<file path="config.mk">
export PLATFORM = sky130hd
export DESIGN_NAME = rtc_datetime_to_epoch_seconds_core
export DESIGN_NICKNAME = d
export VERILOG_FILES = /design/src/rtl/rtc_dte_pkg.sv /design/src/rtl/rtc_datetime_to_epoch_seconds_core.sv /design/src/rtl/rtc_dte_decode.sv
export VERILOG_INCLUDE_DIRS = /design/src /design/src/rtl
export SDC_FILE = /design/constraint.sdc
export NUM_CORES = 1
export LEC_CHECK = 0
export BUFFER_PORTS_ARGS = -buffer_cell sky130_fd_sc_hd__buf_2
export CORE_ASPECT_RATIO = 2
export CORE_MARGIN = 2
export CORE_UTILIZATION = 57
export CTS_BUF_LIST = sky130_fd_sc_hd__clkbuf_4 sky130_fd_sc_hd__clkbuf_8
export DETAILED_ROUTE_END_ITERATION = 7
export PLACE_DENSITY = 0.79
export SYNTH_ARGS = -nofsm -noshare
export SYNTH_HDL_FRONTEND = slang
export SYNTH_SLANG_ARGS = --single-unit
</file>
<file path="constraint.sdc">
create_clock -name clk -period 6.3 [get_ports clk]
set_clock_uncertainty 0.15 [all_clocks]
set_input_delay 0.945 -clock clk [delete_from_list [all_inputs] [get_ports clk]]
set_output_delay 0.945 -clock clk [all_outputs]
set_load 0.1 [all_outputs]
</file>
<file path="src/rtl/rtc_datetime_to_epoch_seconds_core_macros.svh">
// Assertion macros for the datetime-to-epoch block.
// Included by RTL files that carry concurrent checks; no other dependencies.
`ifndef RTC_DATETIME_TO_EPOCH_SECONDS_CORE_MACROS_SVH
`define RTC_DATETIME_TO_EPOCH_SECONDS_CORE_MACROS_SVH

`ifndef ASSERT_OFF
`define RTC_DTE_ASSERT(lbl, clk, rst_n, prop, msg) \
  lbl: assert property (@(posedge clk) disable iff (!rst_n) prop) else $error(msg);
`define RTC_DTE_ASSERT_RST(lbl, clk, prop, msg) \
  lbl: assert property (@(posedge clk) prop) else $error(msg);
`else
`define RTC_DTE_ASSERT(lbl, clk, rst_n, prop, msg)
`define RTC_DTE_ASSERT_RST(lbl, clk, prop, msg)
`endif

`endif

</file>
<file path="src/rtl/rtc_dte_pkg.sv">
// Shared types, constants and tables for the datetime-to-epoch block.
// No dependencies.
`timescale 1ns / 1ps

package rtc_dte_pkg;

  localparam int CFG_IDX_W = 2;

  localparam logic [CFG_IDX_W-1:0] CFG_BINARY_MODE  = 2'd0;
  localparam logic [CFG_IDX_W-1:0] CFG_HOUR_24_MODE = 2'd1;

  localparam logic [11:0] YEAR_BASE = 12'd1970;
  localparam logic [11:0] YEAR_TOP  = 12'd2200;

  localparam logic [16:0] SEC_PER_DAY  = 17'd86400;
  localparam logic [16:0] SEC_PER_HOUR = 17'd3600;
  localparam logic [16:0] SEC_PER_MIN  = 17'd60;

  localparam logic [8:0] DAYS_LEAP_YEAR = 9'd366;
  localparam logic [8:0] DAYS_YEAR      = 9'd365;

  // YEAR_BASE mod 100 and mod 400
  localparam logic [6:0] BASE_MOD100 = 7'd70;
  localparam logic [8:0] BASE_MOD400 = 9'd370;

  typedef struct packed {
    logic        valid;
    logic [11:0] year;
    logic [3:0]  month;
    logic [4:0]  day;
    logic [4:0]  hour;
    logic [5:0]  minute;
    logic [5:0]  second;
  } rtc_dte_fields_t;

  function automatic logic [4:0] month_len(input logic [3:0] m);
    logic [4:0] len;
    unique case (m)
      4'd1, 4'd3, 4'd5, 4'd7, 4'd8, 4'd10, 4'd12: len = 5'd31;
      4'd4, 4'd6, 4'd9, 4'd11:                    len = 5'd30;
      4'd2:                                       len = 5'd28;
      default:                                    len = 5'd0;
    endcase
    return len;
  endfunction

endpackage

</file>
<file path="src/rtl/rtc_datetime_to_epoch_seconds_core.sv">
// Top level: config registers, day-count sequencer over one shared adder, output register.
// Depends on rtc_dte_pkg, rtc_dte_decode and the assertion macro header.
//
//  channel | direction | handshake            | payload
//  in      | input     | in_valid / in_stall  | seven raw clock register bytes
//  out     | output    | out_valid / out_stall| valid_res, calendar fields, epoch_seconds
//  cfg     | input     | cfg_wr_en            | cfg_index, cfg_data
//
// A valid transfer walks ST_YEARS, ST_MONTHS, ST_MUL, ST_ADD and ST_FINISH to reach the output
// register; the per-year add of 365/366 days in ST_YEARS makes the year walk the longest step.
// An invalid snapshot goes straight from ST_IDLE to ST_FINISH.
// in_stall is high from acceptance until the result is loaded into the output register,
// so a stalled output register keeps in_stall high while a result waits in ST_FINISH.
// The output register holds while out_stall is high; a new input may be taken meanwhile.
// Synchronous active-low reset clears control state and loads the config defaults.
`timescale 1ns / 1ps
`include "rtc_datetime_to_epoch_seconds_core_macros.svh"

module rtc_datetime_to_epoch_seconds_core import rtc_dte_pkg::*; (
  input  logic                 clk,
  input  logic                 rst_n,
  input  logic                 cfg_wr_en,
  input  logic [CFG_IDX_W-1:0] cfg_index,
  input  logic                 cfg_data,
  input  logic                 in_valid,
  output logic                 in_stall,
  input  logic [7:0]           in_raw_seconds,
  input  logic [7:0]           in_raw_minutes,
  input  logic [7:0]           in_raw_hours,
  input  logic [7:0]           in_raw_day,
  input  logic [7:0]           in_raw_month,
  input  logic [7:0]           in_raw_year,
  input  logic [7:0]           in_raw_century,
  output logic                 out_valid,
  input  logic                 out_stall,
  output logic                 out_valid_res,
  output logic [11:0]          out_year,
  output logic [3:0]           out_month,
  output logic [4:0]           out_day,
  output logic [4:0]           out_hour,
  output logic [5:0]           out_minute,
  output logic [5:0]           out_second,
  output logic [32:0]          out_epoch_seconds
);

  typedef enum logic [2:0] {
    ST_IDLE,
    ST_YEARS,
    ST_MONTHS,
    ST_MUL,
    ST_ADD,
    ST_FINISH
  } state_t;

  state_t          state_r;
  logic            binary_mode_r;
  logic            hour_24_mode_r;
  rtc_dte_fields_t dec;
  rtc_dte_fields_t fields_r;
  logic [11:0]     k_r;
  logic [6:0]      mod100_r;
  logic [8:0]      mod400_r;
  logic [3:0]      mcnt_r;
  logic            leap_y_r;
  logic [16:0]     days_r;
  logic [33:0]     prod_r;
  logic [16:0]     sod_r;
  logic [32:0]     epoch_r;
  logic            out_valid_r;
  rtc_dte_fields_t out_fields_r;
  logic [32:0]     out_epoch_r;

  logic            in_xfer;
  logic            out_free;
  logic            leap_k;
  logic [8:0]      addend;
  logic [16:0]     days_nxt;

  rtc_dte_decode u_decode (
    .binary_mode  (binary_mode_r),
    .hour_24_mode (hour_24_mode_r),
    .raw_seconds  (in_raw_seconds),
    .raw_minutes  (in_raw_minutes),
    .raw_hours    (in_raw_hours),
    .raw_day      (in_raw_day),
    .raw_month    (in_raw_month),
    .raw_year     (in_raw_year),
    .raw_century  (in_raw_century),
    .fields       (dec)
  );

  assign in_stall = (state_r != ST_IDLE);
  assign in_xfer  = in_valid && !in_stall;
  assign out_free = !out_valid_r || !out_stall;

  assign leap_k = ((k_r[1:0] == 2'd0) && (mod100_r != 7'd0)) || (mod400_r == 9'd0);

  // shared day adder
  always_comb begin
    if (state_r == ST_YEARS) begin
      addend = leap_k ? DAYS_LEAP_YEAR : DAYS_YEAR;
    end else begin
      addend = 9'(month_len(mcnt_r)) + 9'((mcnt_r == 4'd2) && leap_y_r);
    end
    days_nxt = days_r + 17'(addend);
  end

  always_ff @(posedge clk) begin
    if (!rst_n) begin
      binary_mode_r  <= 1'b0;
      hour_24_mode_r <= 1'b1;
    end else if (cfg_wr_en) begin
      if (cfg_index == CFG_BINARY_MODE) begin
        binary_mode_r <= cfg_data;
      end
      if (cfg_index == CFG_HOUR_24_MODE) begin
        hour_24_mode_r <= cfg_data;
      end
    end
  end

  always_ff @(posedge clk) begin
    if (!rst_n) begin
      state_r     <= ST_IDLE;
      out_valid_r <= 1'b0;
    end else begin
      if (out_valid_r && !out_stall && (state_r != ST_FINISH)) begin
        out_valid_r <= 1'b0;
      end
      unique case (state_r)
        ST_IDLE: begin
          if (in_xfer) begin
            fields_r <= dec;
            days_r   <= 17'(dec.day) - 17'd1;
            k_r      <= YEAR_BASE;
            mod100_r <= BASE_MOD100;
            mod400_r <= BASE_MOD400;
            mcnt_r   <= 4'd1;
            epoch_r  <= '0;
            state_r  <= dec.valid ? ST_YEARS : ST_FINISH;
          end
        end
        ST_YEARS: begin
          if (k_r == fields_r.year) begin
            leap_y_r <= leap_k;
            state_r  <= ST_MONTHS;
          end else begin
            days_r   <= days_nxt;
            k_r      <= k_r + 12'd1;
            mod100_r <= (mod100_r == 7'd99) ? 7'd0 : mod100_r + 7'd1;
            mod400_r <= (mod400_r == 9'd399) ? 9'd0 : mod400_r + 9'd1;
          end
        end
        ST_MONTHS: begin
          if (mcnt_r == fields_r.month) begin
            state_r <= ST_MUL;
          end else begin
            days_r <= days_nxt;
            mcnt_r <= mcnt_r + 4'd1;
          end
        end
        ST_MUL: begin
          prod_r  <= 34'(days_r) * 34'(SEC_PER_DAY);
          sod_r   <= 17'(fields_r.hour) * SEC_PER_HOUR +
                     17'(fields_r.minute) * SEC_PER_MIN + 17'(fields_r.second);
          state_r <= ST_ADD;
        end
        ST_ADD: begin
          epoch_r <= prod_r[32:0] + 33'(sod_r);
          state_r <= ST_FINISH;
        end
        ST_FINISH: begin
          if (out_free) begin
            out_valid_r  <= 1'b1;
            out_fields_r <= fields_r.valid ? fields_r : '0;
            out_epoch_r  <= fields_r.valid ? epoch_r : '0;
            state_r      <= ST_IDLE;
          end
        end
        default: state_r <= ST_IDLE;
      endcase
    end
  end

  assign out_valid         = out_valid_r;
  assign out_valid_res     = out_fields_r.valid;
  assign out_year          = out_fields_r.year;
  assign out_month         = out_fields_r.month;
  assign out_day           = out_fields_r.day;
  assign out_hour          = out_fields_r.hour;
  assign out_minute        = out_fields_r.minute;
  assign out_second        = out_fields_r.second;
  assign out_epoch_seconds = out_epoch_r;

  `RTC_DTE_ASSERT(a_busy_after_xfer, clk, rst_n, in_xfer |=> in_stall, "input taken while busy")
  `RTC_DTE_ASSERT(a_year_walk, clk, rst_n, state_r == ST_YEARS |-> k_r <= fields_r.year, "year overrun")
  `RTC_DTE_ASSERT(a_month_walk, clk, rst_n, state_r == ST_MONTHS |-> mcnt_r <= fields_r.month, "month overrun")
  `RTC_DTE_ASSERT(a_invalid_zero, clk, rst_n, out_valid && !out_valid_res |-> out_epoch_seconds == '0, "not zeroed")
  `RTC_DTE_ASSERT(a_valid_month, clk, rst_n, out_valid && out_valid_res |-> out_month != '0 && out_day != '0, "zero date")

endmodule

</file>
<file path="src/rtl/rtc_dte_decode.sv">
// Front end: PM strip, BCD decode or binary pass-through, 12/24-hour conversion, year build and range check.
// Depends on rtc_dte_pkg.
`timescale 1ns / 1ps

module rtc_dte_decode import rtc_dte_pkg::*; (
  input  logic            binary_mode,
  input  logic            hour_24_mode,
  input  logic [7:0]      raw_seconds,
  input  logic [7:0]      raw_minutes,
  input  logic [7:0]      raw_hours,
  input  logic [7:0]      raw_day,
  input  logic [7:0]      raw_month,
  input  logic [7:0]      raw_year,
  input  logic [7:0]      raw_century,
  output rtc_dte_fields_t fields
);

  function automatic logic [7:0] from_bcd(input logic [7:0] v);
    return 8'(v[3:0]) + 8'(v[7:4]) * 8'd10;
  endfunction

  logic        pm;
  logic [7:0]  hr_raw;
  logic [7:0]  sec, min, hr_dec, hr, dy, mon, yr, cent;
  logic [11:0] year;
  logic        ok;

  always_comb begin
    pm     = !hour_24_mode && raw_hours[7];
    hr_raw = pm ? {1'b0, raw_hours[6:0]} : raw_hours;

    if (binary_mode) begin
      sec    = raw_seconds;
      min    = raw_minutes;
      hr_dec = hr_raw;
      dy     = raw_day;
      mon    = raw_month;
      yr     = raw_year;
      cent   = raw_century;
    end else begin
      sec    = from_bcd(raw_seconds);
      min    = from_bcd(raw_minutes);
      hr_dec = from_bcd(hr_raw);
      dy     = from_bcd(raw_day);
      mon    = from_bcd(raw_month);
      yr     = from_bcd(raw_year);
      cent   = from_bcd(raw_century);
    end

    hr = hr_dec;
    if (!hour_24_mode) begin
      if (pm && hr_dec != 8'd12) begin
        hr = hr_dec + 8'd12;
      end else if (!pm && hr_dec == 8'd12) begin
        hr = 8'd0;
      end
    end

    priority if (cent == 8'd19) begin
      year = 12'd1900 + 12'(yr);
    end else if (cent == 8'd21) begin
      year = 12'd2100 + 12'(yr);
    end else begin
      year = 12'd2000 + 12'(yr);
    end

    ok = (mon >= 8'd1) && (mon <= 8'd12) && (dy >= 8'd1) && (dy <= 8'd31) &&
         (hr <= 8'd23) && (min <= 8'd59) && (sec <= 8'd59) &&
         (year >= YEAR_BASE) && (year <= YEAR_TOP);

    fields.valid  = ok;
    fields.year   = year;
    fields.month  = mon[3:0];
    fields.day    = dy[4:0];
    fields.hour   = hr[4:0];
    fields.minute = min[5:0];
    fields.second = sec[5:0];
  end

endmodule

</file>
==> out/metrics.cfg, run 1 <==
[detailed_routing]
first_iter_violations = 568
routed_wl_um = 32800
vias = 12100
ant_nets = 0
drc = 0
first_pass_iters = 5
wire_per_inst_um = 14.6
viasPerCell = 5.37

[final_layout]
syn2layout_area_growth_pct = 10.4
n_antenna_cell = 0
drive_gt1_share_pct = 13.8
finish.net_count = 2152
final_common_cell = edfxtp_1
register_area_sq_mm = 0.00730
mostFrequentLayoutCells = edfxtp_1, ha_1, inv_1
nFillCells = 2499
multiInputGateArea_sq_mm = 0.00991
stdcell_count = 2251

[timing]
tns_ps = 0
rsz0062_at_grt = no
clock.fmax_ghz = 0.179
relSlewSlack_pct = 23.4
worst_pin_slew_ps = 1150
hold_viol = 0
period_share_pct = 88.5
drv_slew = 0
period_minus_slack_ps = 5580
setup_viol = 0

[run]
drv_cap = 0

[power]
pwr-share-clk_pct = 18.4
swShare_pct = 38.1
switching_power_mw = 2.69
vdd_drop_max_v = 0.000318
p_leak_nw = 8.55
p_int_mw = 4.37
comb_power_share_pct = 50.7
powerDensity_mw_per_mm2 = 354
p_seq_share_pct = 31.0

[die]
die_h_um = 256
coreArea_sq_mm = 0.0313
fp.dieW_um = 130
dieArea_sq_mm = 0.0332
ios = 138
std_cell_rows = 92
start_util_pct = 57.7

[setup_path]
crit_arrival_ps = 5710
crit_required_ps = 6430
worstPathMaxFanout = 8
critPathKind = flip-flop to flip-flop
cp-end-kind = flip-flop
reg2regPathDepth = 18
start_kind = flip-flop

[cts]
cts_made_buffers = 36
postCtsSetupBuffers = 0
cts_sinks = 246
cts-root-buf = clkbuf_8
ctsHtreeMaxLevel = 2
cts_tree = built
cts_hold_buf = 0
clk_pin_slew_ps = 70
clock_latency_ps = 550
clockBufferDepth = 3
cts-resized-gates = 0

[placed_design]
post-dp-hpwl_um = 25700
placed_cells = 2186
portBuffers = 137
gp_congestion = 0.864

[yosys]
ys_seq_area_share_pct = 40.4
synth_area_leaders = edfxtp_1, ha_1, fa_1
synth_edf_count = 237
syn_area_per_cell_sq_um = 10.9
synth_top_flop_cell = edfxtp_1
synthCells = 1650
ys_ff_latch = 246
yosys.area.top_type = edfxtp_1
ys_warn_count = 0
async_flop_share_pct = 0
synth_area_sq_mm = 0.0181
yosysTopAreaCellShare_pct = 39.4
synth.net_count = 2001
synth.distinct_cells = 86

[worst_hold_path]
whs_path_depth = 0
holdCritPathClass = flip-flop to flip-flop

[global_route]
antenna_found_initial = 0
grt_max_degree = 57
grt_pass1_vias = 11600
gr-usage-all-layers_pct = 20.1
grt-ovfl-total = 0
grt_pass1_wl_um = 54500

[outcome]
outcome = complete, no violations

worst max-delay path, stage by stage (launching register included):
cell and delay, ps:
edfxtp_1 510, ha_1 330, inv_1 50, fa_1 510
inv_1 60, fa_1 460, ha_1 290, inv_1 50
fa_1 490, inv_1 40, ha_1 360, and3_1 210
a221o_1 330, o41ai_1 380, o21ai_0 180, or4_1 440
a41o_1 230, a21oi_1 160, xnor2_1 80
state kept, by name (all words and copies together), names as in the netlist, named ones only:
register and count:
out_minute 6, days_r 17, state_r 3, mod100_r 7, out_valid 1, out_day 5, prod_r 26, out_year 12
out_month 4, out_second 6, mcnt_r 4, sod_r 17, mod400_r 9, hour_24_mode_r 1, binary_mode_r 1, k_r 12
fields_r 39, out_valid_res 1, out_hour 5, epoch_r 33, out_epoch_seconds 33, leap_y_r 1
cell families (layout without fill, tap and decap cells):
logic type	count (synthesis)	count (layout)	share of synthesized area (%)
AOI/OAI and AO/OA	284	284	10.7
xor gates and xnor gates	146	146	7.08
adders and majority gates	287	287	22.5
buffers and inverters	225	403	4.86
DFF	246	246	40.4
muxes	29	29	1.90
and+or+nand+nor	433	433	12.5
metal layers:
metal / up-vias / wire length, um / GRT usage [%]
met5: - / 0 / 0
met4: 0 / 682 / 5.50
met3: 48 / 1330 / 2.80
met2: 245 / 16000 / 33.5
met1: 5649 / 14800 / 27.3
li1: 6144 / - / -
per-stage QoR:
stage	utilization (%)	setup WS (ps)	total power [mW]	instance area, sq um	hold WS [ps]
global route	63.7	414	7.69	19900	337
detailed placement	61.4	701	5.79	19200	323
floorplan	-	1100	5.09	18100	268
finish	63.7	724	7.06	19900	328
global placement	61.4	849	5.69	19200	308
CTS	63.7	685	7.12	19900	338
cell type report:
type	count	share of cell area (%)
multi-input combinational	1179	49.7
sequential	246	36.6
timing repair buffer	145	3.74
inverter	193	3.63
clock buffer	46	2.92
tap	423	2.65
clock inverter	19	0.715
synth_stat cells, types with 10 or more instances:
master    count
edfxtp_1    237
ha_1        223
inv_1       191
nor2_1       95
xnor2_1      91
nand2_1      84
a21oi_1      78
and2_1       77
fa_1         64
o21ai_0      58
xor2_1       55
nand3_1      32
a21o_1       29
and3_1       27
clkbuf_1     23
nor3_1       21
nor2b_1      17
o21bai_1     16
mux2_2       15
nand2b_1     12
a31oi_1      11
nand4_1      11
or3_1        11
mux2i_1      10
o21a_1       10
path summary, 6_finish.rpt:
path / startpoint / end / slack [ps]
hold / removal: fields_r[0] / sod_r[0] / 330
setup / recovery: days_r[7] / prod_r[32] / 720
setup reg to reg: days_r[7] / prod_r[32] / 720
hold reg to reg: fields_r[0] / sod_r[0] / 330
power by group through the flow:
stage               registers (mW)  clock network (mW)  logic (mW)
finish                        2.19                1.30        3.58
global route                  2.20                1.39        4.10
global placement              2.22                   0        3.47
detailed placement            2.22                   0        3.57
floorplan                     2.27                   0        2.82
CTS                           2.19                1.33        3.60
Note: power is estimated with default switching activity, not from simulation.
==> run 2, diff against run 1 <==
--- a/config.mk
+++ b/config.mk
@@ -12,7 +12,7 @@
 export CORE_UTILIZATION = 57
 export CTS_BUF_LIST = sky130_fd_sc_hd__clkbuf_4 sky130_fd_sc_hd__clkbuf_8
 export DETAILED_ROUTE_END_ITERATION = 7
-export PLACE_DENSITY = 0.79
+export PLACE_DENSITY = 0.81
 export SYNTH_ARGS = -nofsm -noshare
 export SYNTH_HDL_FRONTEND = slang
 export SYNTH_SLANG_ARGS = --single-unit
==> out/metrics.cfg, run 2 (synthesis gave the netlist of run 1 again) <==
[outcome]
outcome = complete, no violations

[detailed_routing]
routed_wl_um = 33200  ; +1.3%
drc = 0  ; unchanged
vias = 12300  ; +1.4%
first_pass_iters = 7  ; +2
ant_nets = 0  ; unchanged
wire_per_inst_um = 14.7  ; +1.2%
viasPerCell = 5.44  ; +1.3%
first_iter_violations = 542  ; -4.6%

[cts]
cts_sinks = 246  ; unchanged
clockBufferDepth = 3  ; unchanged
clock_latency_ps = 550  ; about the same
ctsHtreeMaxLevel = 2  ; unchanged
cts_made_buffers = 36  ; unchanged
cts_hold_buf = 0  ; unchanged
clk_pin_slew_ps = 70  ; about the same
cts-root-buf = clkbuf_8
postCtsSetupBuffers = 0  ; unchanged
cts_tree = built
cts-resized-gates = 0  ; unchanged

[run]
drv_cap = 0  ; unchanged

[timing]
period_share_pct = 88.0  ; -0.50 points
setup_viol = 0  ; unchanged
hold_viol = 0  ; unchanged
drv_slew = 0  ; unchanged
clock.fmax_ghz = 0.180  ; +0.57%
period_minus_slack_ps = 5540  ; -31.4 ps
tns_ps = 0  ; unchanged
worst_pin_slew_ps = 1170  ; +21.0 ps
relSlewSlack_pct = 22.0  ; -1.4 points
rsz0062_at_grt = no

[final_layout]
final_common_cell = edfxtp_1
syn2layout_area_growth_pct = 10.8
finish.net_count = 2152  ; unchanged
finish.instance_area_sq_mm = 0.0200  ; +0.36%
drive_gt1_share_pct = 14.2  ; +0.38 points
largest_register_ffs = 39  ; unchanged
top_register = fields_r
mostFrequentLayoutCells = edfxtp_1, ha_1, inv_1

[setup_path]
crit_required_ps = 6440  ; about the same
crit_arrival_ps = 5680  ; -30 ps
cp-end-kind = flip-flop
start_kind = flip-flop
path_cells = ha_1 -> inv_1 -> fa_1 -> inv_1 -> fa_1 -> ha_1 -> inv_1 -> fa_1 -> inv_1 -> ha_1 -> and3_1 -> a221o_1 -> o41ai_1 -> o21ai_0 -> or4_1 -> a41o_1 -> a21oi_1 -> xnor2_1
path_common_cell = inv_1
slowest_stage = edfxtp_1
critPathKind = flip-flop to flip-flop
r2r_start = days_r[7]
reg2regPathDepth = 18  ; unchanged
cpPeakStageDelay_ps = 520  ; about the same
crit_end = prod_r[32]
cp-startpoint = days_r[7]
worstPathMaxFanout = 8  ; unchanged
r2r-end = prod_r[32]
r2r_setup_slack_ps = 760  ; +30 ps

[global_route]
grt_max_degree = 57  ; unchanged
gr-usage-all-layers_pct = 20.4  ; +0.30 points
grt_pass1_vias = 12000  ; +3.4%
grt_pass1_wl_um = 55300  ; +1.6%
grt-ovfl-total = 0  ; unchanged
antenna_found_initial = 3  ; +3

[die]
start_util_pct = 57.7  ; unchanged
coreArea_sq_mm = 0.0313  ; unchanged
ios = 138  ; unchanged
die_h_um = 256  ; unchanged
fp.dieW_um = 130  ; unchanged
std_cell_rows = 92  ; unchanged
dieArea_sq_mm = 0.0332  ; unchanged

[worst_hold_path]
hold_start = fields_r[0]
holdCritPathClass = flip-flop to flip-flop

[power]
powerDensity_mw_per_mm2 = 359  ; +1.3%
vdd_drop_max_v = 0.000357  ; +12%
p_leak_nw = 8.58  ; +0.36%

[placed_design]
place_area_sq_mm = 0.0192  ; unchanged
gp_congestion = 0.894  ; +3.5%
portBuffers = 137  ; unchanged
post-dp-hpwl_um = 25800  ; +0.43%

run 2: worst max-delay path, delay by kind of cell (launching register included):
family | cells | cell delay, ps
adder cells (fa/ha/maj) | 6 | 2420
XOR/XNOR | 1 | 80
AO/OA/AOI/OAI | 5 | 1290
flip-flops | 1 | 520
buffers and inverters | 4 | 190
AND/OR/NAND/NOR | 2 | 650
run 2: stage by stage:
stage          hold WS [ps]  std cells  power, mW  utilization, %  setup WS, ps
3_5_place_dp            310       2186       5.78            61.4           751
2_1_floorplan           268       1650       5.09               -          1100
6_report                316       2254       7.18            63.9           755
4_1_cts                 328       2252       7.22            63.9           737
3_3_place_gp            302       2186       5.68            61.4           861
5_1_grt                 352       2254       7.79            63.9           370
run 2: layout make-up:
| class | count | area [sq um] |
|---|---|---|
| Antenna cell | 2 | 5.00 |
| Inverter | 193 | 724 |
| Sequential cell | 246 | 7300 |
| Fill cell | 2447 | 11300 |
| Tap cell | 423 | 529 |
| Multi-Input combinational cell | 1179 | 9910 |
| Timing Repair Buffer | 145 | 746 |
| Clock inverter | 19 | 201 |
| Clock buffer | 47 | 591 |
run 2: how the worst min path moves through the flow:
stage,cells after the start,endpoint
2_1_floorplan,0,sod_r[0]
3_3_place_gp,0,sod_r[0]
3_5_place_dp,0,sod_r[0]
4_1_cts,0,sod_r[0]
5_1_grt,0,sod_r[0]
6_report,0,sod_r[0]
run 2: layer usage:
| layer | share of wire [%] | global-route usage [%] | vias to the layer above |
|---|---|---|---|
| li1 | - | - | 6139 |
| met5 | 0.048 | 0 | - |
| met2 | 48 | 33.8 | 313 |
| met1 | 44 | 26.9 | 5734 |
| met3 | 4.8 | 2.82 | 70 |
| met4 | 3.2 | 7.86 | 2 |
run 2: power breakdown:
group	switching (mW)	internal, mW
clock network	0.619	0.785
logic	2.02	1.57
registers	0.0785	2.10
